`config.mk`:
```
export PLATFORM = sky130hd
export DESIGN_NAME = humidity_temp_frame_decoder
export DESIGN_NICKNAME = d
export VERILOG_FILES = /design/src/rtl/htfd_pkg.sv /design/src/rtl/htfd_result_fmt.sv /design/src/rtl/humidity_temp_frame_decoder.sv
export SDC_FILE = /design/constraint.sdc
export NUM_CORES = 1
export LEC_CHECK = 0
export ABC_AREA = 1
export BUFFER_PORTS_ARGS = -buffer_cell sky130_fd_sc_hd__buf_2
export CORE_AREA = 2 2 98 100
export CTS_CLUSTER_SIZE = 30
export DETAILED_ROUTE_END_ITERATION = 6
export DIE_AREA = 0 0 100 102
export PLACE_DENSITY_LB_ADDON = 0.05
export SLEW_MARGIN = 15
export SYNTH_ARGS = -nofsm -noshare
export SYNTH_HDL_FRONTEND = slang
export SYNTH_SLANG_ARGS = --single-unit
```
`constraint.sdc`:
```
create_clock -name clk -period 8.03 [get_ports clk]
set_input_delay 1.606 -clock clk [delete_from_list [all_inputs] [get_ports clk]]
set_output_delay 1.606 -clock clk [all_outputs]
set_load 0.01 [all_outputs]
```
`src/rtl/htfd_pkg.sv`:
```
// Shared types, constants and the byte-wide CRC-16 update for the
// humidity/temperature frame decoder. No dependencies.

package htfd_pkg;

	localparam logic [15:0] CRC_INIT = 16'hFFFF;
	localparam logic [15:0] CRC_POLY = 16'hA001;
	localparam logic [15:0] RAW_NAN  = 16'hFFFF;

	typedef logic [2:0] byte_pos_t;

	// Frame byte positions
	localparam byte_pos_t POS_FUNC   = 3'd0;
	localparam byte_pos_t POS_HUM_HI = 3'd2;
	localparam byte_pos_t POS_HUM_LO = 3'd3;
	localparam byte_pos_t POS_TMP_HI = 3'd4;
	localparam byte_pos_t POS_TMP_LO = 3'd5;
	localparam byte_pos_t POS_CRC_LO = 3'd6;
	localparam byte_pos_t POS_CRC_HI = 3'd7;

	typedef enum logic [1:0] {
		STATUS_OK      = 2'd0,
		STATUS_CRC_ERR = 2'd1,
		STATUS_HUM_NAN = 2'd2,
		STATUS_TMP_NAN = 2'd3
	} status_t;

	typedef struct packed {
		logic [7:0] rx_byte;
		logic       frame_start;
	} in_item_t;

	typedef struct packed {
		status_t            status;
		logic [15:0]        humidity_tenths;
		logic signed [15:0] temperature_tenths;
	} out_item_t;

	// Reflected CRC-16, one byte, LSB first
	function automatic logic [15:0] crc_byte_update(input logic [15:0] crc_in,
			input logic [7:0] data);
		logic [15:0] crc;
		crc = crc_in ^ {8'h00, data};
		for (int k = 0; k < 8; k++) begin
			if (crc[0]) begin
				crc = (crc >> 1) ^ CRC_POLY;
			end else begin
				crc = crc >> 1;
			end
		end
		return crc;
	endfunction

endpackage

```
`src/rtl/htfd_result_fmt.sv`:
```
// Result formatting: CRC check, not-a-number checks and sign-magnitude
// conversion of the temperature. Depends on htfd_pkg.

module htfd_result_fmt (
	input  logic [15:0]        crc_calc,
	input  logic [15:0]        crc_rx,
	input  logic [15:0]        hum_raw,
	input  logic [15:0]        tmp_raw,
	output htfd_pkg::out_item_t result
);
	import htfd_pkg::*;

	logic [15:0] tmp_mag;

	assign tmp_mag = {1'b0, tmp_raw[14:0]};

	always_comb begin
		result.status             = STATUS_OK;
		result.humidity_tenths    = '0;
		result.temperature_tenths = '0;
		if (crc_rx != crc_calc) begin
			result.status = STATUS_CRC_ERR;
		end else if (hum_raw == RAW_NAN) begin
			result.status = STATUS_HUM_NAN;
		end else begin
			result.humidity_tenths = hum_raw;
			if (tmp_raw == RAW_NAN) begin
				result.status = STATUS_TMP_NAN;
			end else if (tmp_raw[15]) begin
				// negative zero comes out as plain zero
				result.temperature_tenths = 16'sd0 - $signed(tmp_mag);
			end else begin
				result.temperature_tenths = $signed(tmp_mag);
			end
		end
	end

endmodule

```
`src/rtl/humidity_temp_frame_decoder.sv`:
```
// Humidity/temperature sensor response frame decoder, top level.
// Depends on htfd_pkg and htfd_result_fmt.

// Takes the 8-byte sensor response one byte per transfer, runs a reflected
// CRC-16 (init 0xFFFF, poly 0xA001) over bytes 0..5 and checks it against
// bytes 6 and 7 (low byte first), then emits one result after byte 7 with
// status (ok, CRC mismatch, humidity NaN, temperature NaN, first match
// wins), humidity in tenths and temperature in signed tenths. A byte with
// frame_start set restarts the frame and drops any partial one; after byte
// 7 the next byte is byte 0 anyway. The block accepts one byte per clock,
// but holds the last byte of a frame while the previous result waits. The
// rate is set by the combinational byte-wide CRC update between the input
// register and the frame state registers; the output register holds a
// result while later bytes of the next frame keep flowing in.

module humidity_temp_frame_decoder (
	input  logic                clk,
	input  logic                arst_n,
	input  logic                in_valid,
	output logic                in_ready,
	input  htfd_pkg::in_item_t  in_data,
	output logic                out_valid,
	input  logic                out_ready,
	output htfd_pkg::out_item_t out_data
);
	import htfd_pkg::*;

	// input register
	logic      valid_s1;
	in_item_t  item_s1;

	// frame state
	byte_pos_t   pos_q;
	logic [15:0] crc_q;
	logic [15:0] hum_raw_q;
	logic [15:0] tmp_raw_q;
	logic [7:0]  crc_lo_q;

	// output register
	logic      out_valid_q;
	out_item_t out_data_q;

	byte_pos_t   cur_pos;
	logic [15:0] cur_crc;
	logic        s1_last;
	logic        s1_go;
	out_item_t   result;

	assign cur_pos = item_s1.frame_start ? POS_FUNC : pos_q;
	assign cur_crc = item_s1.frame_start ? CRC_INIT : crc_q;
	assign s1_last = (cur_pos == POS_CRC_HI);
	// hold the last byte while the previous result is still waiting
	assign s1_go    = valid_s1 && (!s1_last || !out_valid_q || out_ready);
	assign in_ready = !valid_s1 || s1_go;

	htfd_result_fmt u_fmt (
		.crc_calc (cur_crc),
		.crc_rx   ({item_s1.rx_byte, crc_lo_q}),
		.hum_raw  (hum_raw_q),
		.tmp_raw  (tmp_raw_q),
		.result   (result)
	);

	always_ff @(posedge clk or negedge arst_n) begin
		if (!arst_n) begin
			valid_s1 <= 1'b0;
		end else if (in_valid && in_ready) begin
			valid_s1 <= 1'b1;
		end else if (s1_go) begin
			valid_s1 <= 1'b0;
		end
	end

	always_ff @(posedge clk) begin
		if (in_valid && in_ready) begin
			item_s1 <= in_data;
		end
	end

	always_ff @(posedge clk or negedge arst_n) begin
		if (!arst_n) begin
			pos_q <= POS_FUNC;
			crc_q <= CRC_INIT;
		end else if (s1_go) begin
			pos_q <= cur_pos + 3'd1;
			if (s1_last) begin
				crc_q <= CRC_INIT;
			end else if (cur_pos < POS_CRC_LO) begin
				crc_q <= crc_byte_update(cur_crc, item_s1.rx_byte);
			end else begin
				crc_q <= cur_crc;
			end
		end
	end

	always_ff @(posedge clk) begin
		if (s1_go) begin
			case (cur_pos)
				POS_HUM_HI: hum_raw_q[15:8] <= item_s1.rx_byte;
				POS_HUM_LO: hum_raw_q[7:0]  <= item_s1.rx_byte;
				POS_TMP_HI: tmp_raw_q[15:8] <= item_s1.rx_byte;
				POS_TMP_LO: tmp_raw_q[7:0]  <= item_s1.rx_byte;
				POS_CRC_LO: crc_lo_q        <= item_s1.rx_byte;
				default: ;
			endcase
		end
	end

	always_ff @(posedge clk or negedge arst_n) begin
		if (!arst_n) begin
			out_valid_q <= 1'b0;
		end else if (s1_go && s1_last) begin
			out_valid_q <= 1'b1;
		end else if (out_ready) begin
			out_valid_q <= 1'b0;
		end
	end

	always_ff @(posedge clk) begin
		if (s1_go && s1_last) begin
			out_data_q <= result;
		end
	end

	assign out_valid = out_valid_q;
	assign out_data  = out_data_q;

`ifndef SYNTHESIS
	// a new result never overwrites one that is still waiting
	assert property (@(posedge clk) disable iff (!arst_n)
		!(s1_go && s1_last && out_valid_q && !out_ready))
		else $error("result overwritten before transfer");

	// after the last byte the frame restarts at byte 0 with a fresh CRC
	assert property (@(posedge clk) disable iff (!arst_n)
		(s1_go && s1_last) |=> (pos_q == POS_FUNC && crc_q == CRC_INIT))
		else $error("frame state not restarted after last byte");

	// a CRC or humidity failure carries no measurement
	assert property (@(posedge clk) disable iff (!arst_n)
		(out_valid && (out_data.status == STATUS_CRC_ERR ||
			out_data.status == STATUS_HUM_NAN)) |->
		(out_data.humidity_tenths == 16'd0 && out_data.temperature_tenths == 16'sd0))
		else $error("measurement present with failing status");

	// an empty input register always takes a byte
	assert property (@(posedge clk) disable iff (!arst_n)
		!valid_s1 |-> in_ready)
		else $error("input stalled while input register empty");
`endif

endmodule
```
# Word level (Yosys, flattened, before mapping)
# Cells that the tools add are included.
[word_totals]
in_bits = 13
elab_cells = 96
out_inout_bits = 36
register_bits = 104
[classes]
reduce_logical = 19
addsub = 2
n_eq_ne = 9
muxes = 40
n_bitwise = 10
order_cmp = 1
[ops]
columns = ["cell", "count"]
rows = [
  ["$mux W16", 32],
  ["$eq A16 B16 Y1 const B", 2],
  ["$not A2 Y3", 8],
  ["$ne A16 B16 Y1", 1],
  ["$sub A1 B15 Y16 const A", 1],
  ["$xor A16 B8 Y16", 1],
  ["$mux W15", 1],
  ["$eq A3 B3 Y1 const B", 4],
  ["$reduce_and A2 Y1", 5],
  ["$eq A3 B2 Y1 const B", 2],
  ["$mux W1", 4],
  ["$mux W2", 2],
  ["$reduce_bool A2 Y1", 2],
  ["$reduce_or A4 Y1", 1],
  ["$add A3 B1 Y3 const B", 1],
  ["$logic_and A1 B1 Y1", 3],
  ["$logic_not A1 Y1", 3],
  ["$logic_or A1 B1 Y1", 3],
  ["$lt A3 B3 Y1 const B", 1],
  ["$mux W3", 1],
  ["$reduce_or A3 Y1", 1],
  ["$reduce_or A2 Y1", 1],
  ["$not A1 Y1", 1],
]

# Longest topological paths before layout
# Gate-level depths: netlist of the first run.
[depth]
ltp_word = 41
mapped_depth = 15

# Hierarchy
# A second synthesis of the first run with hierarchy kept.
[unflattened]
hier_cells = 575
area_unflattened_um2 = 5357.6
[modules_own_cells]
columns = ["mod", "instances", "area_each_um2", "seq_area_each_um2", "cells_per_inst"]
rows = [
  ["humidity_temp_frame_decoder", 1, 4221.5, 3037.9, 326],
  ["htfd_result_fmt", 1, 1136.1, 0.0, 249],
]

# Least setup slack after synthesis of the first run
# No wires, ideal clock.
[synth_timing]
path_kind = "input port to output port"
from = "in out_ready"
to = "out in_ready"
arrival_ns = 1.835
cell_stages = 2
n_path_buf = 0
path_slack_ns = 4.589
required_ns = 6.424
cell_sequence = "inv_1 > nand4_1"
[synth_via]
elab_chain_cells = 3
[synth_lines]
columns = ["item", "line_no", "text"]
rows = [
  ["from (decl)", "humidity_temp_frame_decoder.sv:23", "input logic out_ready,"],
  ["$logic_or A1 B1 Y1", "humidity_temp_frame_decoder.sv:53", "assign s1_go = valid_s1 && (!s1_last || !out_valid_q || out_ready);"],
  ["$logic_and A1 B1 Y1", "humidity_temp_frame_decoder.sv:53", ""],
  ["$logic_or A1 B1 Y1", "humidity_temp_frame_decoder.sv:54", "assign in_ready = !valid_s1 || s1_go;"],
  ["to (decl)", "humidity_temp_frame_decoder.sv:20", "output logic in_ready,"],
]
# Every way passes these cells.

# Worst setup path after layout of the first run
[layout_timing]
from = "reg item_s1[0] (netlist name)"
to = "out in_ready"
[layout_via]
elab_chain_cells = 7
[layout_lines]
columns = ["item", "line_no", "text"]
rows = [
  ["from (decl)", "humidity_temp_frame_decoder.sv:30", "in_item_t item_s1;"],
  ["from (signal assigned)", "humidity_temp_frame_decoder.sv:76", "item_s1 <= in_data;"],
  ["$mux W3", "humidity_temp_frame_decoder.sv:49", "assign cur_pos = item_s1.frame_start ? POS_FUNC : pos_q;"],
  ["$eq A3 B3 Y1", "humidity_temp_frame_decoder.sv:51", "assign s1_last = (cur_pos == POS_CRC_HI);"],
  ["$logic_not A1 Y1", "humidity_temp_frame_decoder.sv:53", ""],
  ["$logic_or A1 B1 Y1 (2 in series)", "humidity_temp_frame_decoder.sv:53", ""],
  ["$logic_and A1 B1 Y1", "humidity_temp_frame_decoder.sv:53", ""],
  ["$logic_or A1 B1 Y1", "humidity_temp_frame_decoder.sv:54", ""],
]
# Every way passes these cells.

==> metrics.txt, run 1 <==
post-CTS sizing=0; Synthesized Nets=500; GP Congestion=roughly 0.9; Post-Synthesis Cells=about 480; worst hold slack=between 0.5 and 0.6 ns; CTS sink count=104; 1st-pass router iterations=5; routed wl met3=around 460 um; worst path required time=6.42 ns; Initial DRC Count=slightly below 200; max-cap viol count=0; CTS tree=done; Worst Path Arrival=~2.4 ns; die width=around 100 um; worst hold path depth=2; Final nets=between 500 and 600; fraction of layout cells with a size suffix above 1=approximately a fifth; XOR/XNOR Fraction of Synth Area=between 5 and 6%; chip height=slightly above 100 um; hold buffers post-CTS=0; DR top layer=met4; Post-synth EDFFs=83; largest net degree at the start of global routing=35; CTS Buf Count=9; crit start category=register; global route overflow=0; Antenna Violating Nets Remaining=0; critical path class=reg2out; skew final=0.0103 ns; final setup fails=0; largest family of logic cells by synthesized area=simple AND/OR/NAND/NOR gates; Final Hold Fails=0; RSZ-0062 raised after global routing=false; vias per inst=5.07; Max Slew Vio Count=0; Unique masters post-synth=32; DRC Markers=0; CP endpoint kind=output port; TNS Setup=0 ns; ANT cells=0; Hold Path Class=reg2reg; H-tree depth=3; multiplexer area fraction after synthesis=0%; post-synthesis compound-gate area fraction=under 10%; share of flip-flops with an asynchronous set or reset=between 20 and 25%; status=finished clean; Core Box Area=9110 sq um; Adder-Cell Fraction of Synth Area=2.02%; Wirelength per Cell=between 10 and 15 um; VDD IR max=between 0.0001 and 0.00015 V; All-Layer GR Usage=19.7%; Reg2Reg Depth=7; vias in the first global route=around 3100; met1 WL=4120 um; first-pass GRT wire length=about 15000 um; post-CTS setup buffer count=0; crit share post-route=about half; Yosys reg bits=between 100 and 150; PwrDens=approximately 210 nW/um^2; Port Buffer Count=48; Clock transition at path regs=roughly 0.10 ns; Top FF cell, synth=edfxtp_1; Site Rows=35; simple-gate share of the synthesized area=19.6%; latest clock arrival within the worst-skew pair=roughly 0.36 ns; worst slew pin tran=1.07 ns; slew margin rel.=between 20% and 30%; HPWL Detailed=6600 um; final critical-path required period=~4 ns; Crit Path Max Fanout=24; Initial Utilization=54.3%; Via Count=about 3300; CTS max path bufs=2; io pins=49; Layout area overhead=10.9%; Root Driver=clkbuf_8; register area share after synthesis=about three fifths; fmax=roughly 250 MHz; Mapped Avg Cell Area=~10 sq um; P_leak=approximately 0.0022 uW; metal2 WL=between 4000 and 5000 um; die area=~10000 sq um; synth warn=0; DRT Wirelength=a little over 9000 um; synthesized cell area=around 4900 sq um; initial antenna violation count=0
Yosys cell counts (5+ instances only):
cell type	instances	share of area, %
nand4_1	9	1.1
a21oi_1	12	1.2
nor3_1	6	0.61
nor2_4	12	2.7
inv_1	64	4.9
xor2_1	26	4.6
o21ai_0	24	2.4
ha_1	8	2.0
nor2_1	62	4.7
a31oi_1	9	1.1
dfstp_2	16	8.5
nand2_1	97	7.4
nand3_1	17	1.7
dfrtp_1	5	2.5
edfxtp_1	83	50
metal layers:
layer	vias up	GRT usage [%]
met1	1496	26.3
met2	95	32.2
met4	0	7.27
met5	-	0
met3	13	4.31
li1	1678	-
final timing paths:
check / slack [ns] / startpoint / endpoint
max: 4.07 / item_s1[0] / in_ready
min: 0.51 / crc_q[14] / crc_q[14]
max reg2reg: 4.40 / item_s1[0] / hum_raw_q[13]
min reg2reg: 0.51 / crc_q[14] / crc_q[14]
max in group asynchronous: 6.48 / arst_n / crc_q[6]
min in group asynchronous: 1.20 / arst_n / out_valid
cells in the final DEF (no fill, tap or decap), types with 3 or more instances in the layout:
master | synthesis | routed
a21oi_1 | 12 | 12
a31oi_1 | 9 | 9
buf_2 | 2 | 48
buf_4 | 1 | 3
clkbuf_8 | 0 | 9
dfrtp_1 | 5 | 5
dfstp_2 | 16 | 16
edfxtp_1 | 83 | 83
ha_1 | 8 | 8
inv_1 | 64 | 63
inv_2 | 2 | 3
nand2_1 | 97 | 97
nand3_1 | 17 | 17
nand4_1 | 9 | 9
nor2_1 | 62 | 62
nor2_2 | 3 | 3
nor2_4 | 12 | 12
nor3_1 | 6 | 6
o21ai_0 | 24 | 24
xnor2_1 | 4 | 4
xor2_1 | 26 | 26
critical path, cell delays in order (launching register included):
cell and delay, ns:
edfxtp_1 0.96, nor2_1 0.21, ha_1 0.28, ha_1 0.25, nand4_1 0.15, buf_2 0.15
through the flow:
step | std cells | setup WS [ns] | instance area [sq um] | utilization [%] | total power [uW]
5_1_grt | 647 | 3.86 | 5480 | 60.2 | 1220
6_report | 647 | 4.07 | 5480 | 60.2 | 1150
3_3_place_gp | 632 | 4.37 | 5280 | 58.0 | 829
2_1_floorplan | 479 | 4.59 | 4940 | - | 786
3_5_place_dp | 632 | 4.34 | 5280 | 58.0 | 834
4_1_cts | 647 | 4.04 | 5480 | 60.2 | 1160
layout make-up:
cell class              count  area, sq um
clock buffers               9          124
clock inverters             6         76.3
fillers                   781         3630
inverters                  67          251
multi-input cells         299         1590
flip-flops and latches    104         3040
well taps                 111          139
repair buffers             51          263
flip-flops by register name (all words and copies together), names as in the netlist:
name and cells:
crc_q 16, valid_s1 1, item_s1 9, out_valid 1, tmp_raw_q 16, out_data 34, crc_lo_q 8, pos_q 3
hum_raw_q 16
power by group:
group | internal (uW) | switching (uW) | leakage (uW)
clock network | 148 | 186 | 0.0000958
registers | 630 | 36.3 | 0.000914
logic | 55.4 | 99.2 | 0.00117
cell families (layout without fill, tap and decap cells):
kind of cell / count (synthesis) / after routing
xor gates and xnor gates: 30 / 30
adders and majority gates: 8 / 8
and+or+nand+nor: 212 / 212
DFF: 104 / 104
AOI/OAI and AO/OA: 49 / 49
buffers and inverters: 76 / 133
Note: power is estimated with default switching activity, not from simulation.
==> inputs of run 2 (changes only) <==
- ABC_AREA: 1 -> 0
- clock period: 8.03 -> 3.9 ns (I/O delays scaled with it)
==> metrics.txt, run 2 <==
slew margin rel.=26.9%; Wirelength per Cell=approximately 16 um; PwrDens=~500 nW/um^2; ANT cells=0; Initial Utilization=between 50 and 60%; synth top area cells=edfxtp_1, dfstp_2, xnor2_1; max-cap viol count=0; Top FF cell, synth=edfxtp_1; post-CTS sizing=0; hold buffers post-CTS=0; Via Count=approximately 2900; vias per inst=about 5.5; Max Slew Vio Count=0; most frequent cells in the layout=edfxtp_1, buf_2, nor2_1; crit start category=register; register area share after synthesis=between 60% and 70%; Core Box Area=just over 9000 sq um; VDD IR max=~0.00042 V; global route overflow=0; All-Layer GR Usage=a little under a fifth; RSZ-0062 raised after global routing=false; Post-synth EDFFs=a little over 80; top cell type's share of synthesized area=between 50% and 60%; max FFs per register=34; cell accounting for the most synthesized area=edfxtp_1; share of flip-flops with an asynchronous set or reset=approximately a fifth; worst slew pin tran=1.10 ns; Layout area overhead=10.4%; Yosys reg bits=104; initial antenna violation count=0; CTS sink count=~100; 1st-pass router iterations=4; vias in the first global route=between 2000 and 3000; DRC Markers=0; Post-Synthesis Cells=between 300 and 400; crit-path cells=nor2b_1, ha_1, ha_1, nand3_1, buf_2; die area=approximately 10000 sq um; Final nets=440; Max stage delay on crit path=1.09 ns; FF+latch area=3040 sq um; latest clock arrival within the worst-skew pair=around 0.37 ns; CTS max path bufs=2; CTS tree=done; H-tree depth=3; DRT Wirelength=8720 um; Antenna Violating Nets Remaining=0; Multi-input gate area=between 1500 and 2000 sq um; Initial DRC Count=between 150 and 200; most instantiated library cell after synthesis=edfxtp_1; Worst Path Arrival=approximately 2.5 ns; final critical-path required period=3.29 ns; TNS Setup=0 ns; Root Driver=clkbuf_8; Crit Path Max Fanout=34; post-CTS setup buffer count=0; status=finished clean; fraction of layout cells with a size suffix above 1=a little under a quarter; dpl cell area=around 5200 sq um; GP Congestion=around 0.83; skew final=0.0100 ns; largest net degree at the start of global routing=35; P_leak=between 0.0015 and 0.002 uW; Worst path most repeated cell=ha_1; top cells by count, synth=edfxtp_1, nor2_1, xnor2_1; CTS Buf Count=9; WP depth=5; Hold Path Class=in2async; synth warn=0; worst path required time=3.12 ns; Unique masters post-synth=46; die width=~100 um; HPWL Detailed=between 6000 and 7000 um; Clock transition at path regs=about 0.11 ns; commonest non-fill, non-tap cell in the layout=edfxtp_1; Reg2Reg Depth=5; fin area=5370 sq um; CP endpoint kind=output port; CP top delay family=flip-flops; io pins=between 40 and 50; CP Buf/Inv Count=1; critical path's slowest cell=edfxtp_1; Mapped Avg Cell Area=13.0 sq um; synthesized cell area=around 4900 sq um; first-pass GRT wire length=14700 um; final setup fails=0; Final Hold Fails=0; crit share post-route=a little over four fifths; chip height=approximately 100 um; critical path class=reg2out; Synthesized Nets=just under 400; Site Rows=35; Port Buffer Count=48; fmax=approximately 300 MHz; number of fill cells=approximately 750
## run 2: cell count changes in the layout (fill, tap and decap cells not counted), sizes merged, moves of 21 or more
| cell | previous run | this run |
|---|---|---|
| inv | 69 | 10 |
| nor2 | 77 | 28 |
| nor3 | 6 | 27 |
| nand2 | 98 | 23 |
| and3 | 1 | 22 |
| xnor2 | 4 | 25 |
## run 2: routing by layer
layer / global-route usage [%] / wire length (um) / vias up
li1: - / - / 1474
met3: 4.17 / 361 / 14
met1: 26.2 / 4120 / 1366
met4: 6.53 / 162 / 0
met2: 29.9 / 4070 / 70
met5: 0 / 0 / -
## run 2: power breakdown
part           leakage (uW)  internal (uW)  switching [uW]  total, uW
sequential         0.000914           1330             158       1480
combinational      0.000840            265             198        463
clock              0.000104            312             396        707
total               0.00186           1900             752       2650
## run 2: final timing paths
check / from / endpoint / slack, ns
max in group asynchronous: arst_n / crc_q[8] / 3.20
max: item_s1[0] / in_ready / 0.61
min in group clk: pos_q[1] / pos_q[1] / 0.49
min: arst_n / pos_q[2] / 0.35
max reg2reg: item_s1[0] / out_data[2] / 0.83
min reg2reg: pos_q[1] / pos_q[1] / 0.49
## run 2: per-stage QoR
step / power, uW / hold slack, ns / utilization [%] / setup slack [ns] / instances
floorplan: 1860 / 0.438 / - / 1.21 / 375
global placement: 1960 / 0.466 / 56.7 / 0.974 / 519
detailed placement: 1980 / 0.463 / 56.7 / 0.887 / 519
CTS: 2680 / 0.346 / 59.0 / 0.590 / 535
global route: 2810 / 0.376 / 59.0 / 0.385 / 535
finish: 2650 / 0.352 / 59.0 / 0.610 / 535
## run 2: layout make-up
| class | instances | area share, % |
|---|---|---|
| clock buffer | 9 | 2.31 |
| multi-input combinational | 246 | 31.5 |
| inverter | 6 | 0.419 |
| timing repair buffer | 52 | 5.03 |
| sequential | 104 | 56.6 |
| tap | 111 | 2.59 |
| clock inverter | 7 | 1.61 |
## run 2: kinds of logic (layout without fill, tap and decap cells)
kind of cell,Yosys count,count (layout),synth area share [%]
and+or+nand+nor,135,135,15.4
DFF,104,104,62.4
AOI/OAI and AO/OA,51,51,7.33
xor gates and xnor gates,51,51,9.74
buffers and inverters,25,74,2.83
adders and majority gates,8,8,2.06
muxes,1,1,0.206
==> inputs of run 3 (changes only) <==
- clock period: 3.9 -> 3.45 ns (I/O delays scaled with it)
==> metrics.txt, run 3 (synthesis results as in run 2) <==
Max Slew Vio Count=0; All-Layer GR Usage=18.9%; ANT cells=0; DRT Wirelength=between 9000 and 10000 um; skew final=0.0128 ns; most frequent cells in the layout=edfxtp_1, buf_2, nor2_1; io pins=slightly below 50; number of fill cells=745; Initial Utilization=between 50% and 60%; die area=10200 sq um; vias per inst=between 5 and 6; fmax=roughly 330 MHz; max-cap viol count=0; vias in the first global route=~2700; crit start category=register; RSZ-0062 raised after global routing=false; final critical-path required period=slightly above 3 ns; 1st-pass router iterations=4; H-tree depth=3; HPWL Detailed=6400 um; Reg2Reg Depth=7; CTS tree=done; post-CTS setup buffer count=0; max FFs per register=34; Port Buffer Count=48; Worst Path Arrival=2.33 ns; initial antenna violation count=0; Post-Layout Cell Count=roughly 540; P_leak=0.00187 uW; largest net degree at the start of global routing=36; chip height=around 100 um; power share of the combinational group=a little under a fifth; VDD IR max=0.000403 V; Clock transition at path regs=0.10 ns; worst slew pin tran=0.801 ns; crit share post-route=87.6%; die width=roughly 100 um; Wirelength per Cell=approximately 17 um; fraction of layout cells with a size suffix above 1=23.6%; DRC Markers=0; PwrDens=546 nW/um^2; global route overflow=0; TNS Setup=0 ns; Clk network pwr share=between 20% and 30%; worst path required time=2.76 ns; Int Pwr=roughly 2100 uW; CTS sink count=between 100 and 150; Final nets=roughly 440; Tot Pwr=2940 uW; placed insts=approximately 520; CP endpoint kind=output port; worst reg2reg path startpoint=item_s1[0]; final setup fails=0; Flop pwr share=a little under three fifths; Site Rows=35; Hold Path Class=in2async; Via Count=about 3000; Final Hold Fails=0; Psw=roughly 850 uW; GP Congestion=just over 0.8; post-CTS sizing=0; first-pass GRT wire length=between 10000 and 15000 um; FF-to-FF setup slack=about 0.47 ns; status=finished clean; Antenna Violating Nets Remaining=0; hold buffers post-CTS=0; slew margin rel.=approximately 47%; Worst R2R End=out_data[2]; CTS Buf Count=9; latest clock arrival within the worst-skew pair=approximately 0.38 ns; FF+latch area=3040 sq um; Crit Path Max Fanout=25; Sw Share=29.1%; commonest non-fill, non-tap cell in the layout=edfxtp_1; critical path class=reg2out; worst hold slack=between 0.2 and 0.3 ns; Initial DRC Count=~170; Root Driver=clkbuf_8; Multi-input gate area=about 1700 sq um; CTS max path bufs=2; Layout area overhead=10.5%; Core Box Area=9110 sq um
run 3: cell count changes in the layout (fill, tap and decap cells not counted):
| cell | change |
|---|---|
| inv_8 | -1 |
| buf_4 | +4 |
| clkbuf_1 | +1 |
| clkinv_8 | +1 |
| bufinv_16 | -1 |
run 3: critical path, cell delays in order (launching register included):
cell	delay [ns]
edfxtp_1	0.73
nor2b_1	0.41
ha_1	0.24
ha_1	0.26
nand3_1	0.14
buf_2	0.17
run 3: metrics by stage:
stage          utilization, %  instance area (sq um)  worst slack (ns)
6_report                 59.1                   5380             0.427
5_1_grt                  59.1                   5380             0.220
4_1_cts                  59.1                   5380             0.436
3_5_place_dp             57.0                   5190             0.506
3_3_place_gp             57.0                   5190             0.605
2_1_floorplan               -                   4870             0.762
run 3: metal layers:
layer / share of wire [%] / wire length (um) / GRT usage [%]
met2: 49 / 4430 / 31.8
met1: 46 / 4160 / 24.9
met3: 4.1 / 375 / 4.10
met5: 0 / 0 / 0
met4: 1.5 / 138 / 6.32
run 3: layout make-up:
class | instances | share of cell area, %
clock inverters | 6 | 1.14
multi-input cells | 246 | 31.4
clock buffers | 10 | 2.37
flip-flops and latches | 104 | 56.5
inverters | 6 | 0.419
well taps | 111 | 2.58
repair buffers | 56 | 5.58
run 3: power groups by stage:
stage               Combinational [uW]  Clock [uW]  Sequential (uW)
detailed placement                 538           0             1690
floorplan                          484           0             1610
CTS                                541         764             1670
global placement                   529           0             1690
global route                       593         815             1680
finish                             536         736             1660
run 3: how the worst max path moves through the flow:
stage | startpoint | endpoint | slack [ns] | depth (start not counted)
final | item_s1[0] | in_ready | 0.43 | 5
after global routing | item_s1[0] | out_data[1] | 0.22 | 7
after CTS | item_s1[0] | in_ready | 0.44 | 5
after detailed placement | item_s1[0] | out_data[3] | 0.51 | 7
after global placement | item_s1[0] | out_data[7] | 0.61 | 7
after floorplan | item_s1[0] | out_data[0] | 0.76 | 6
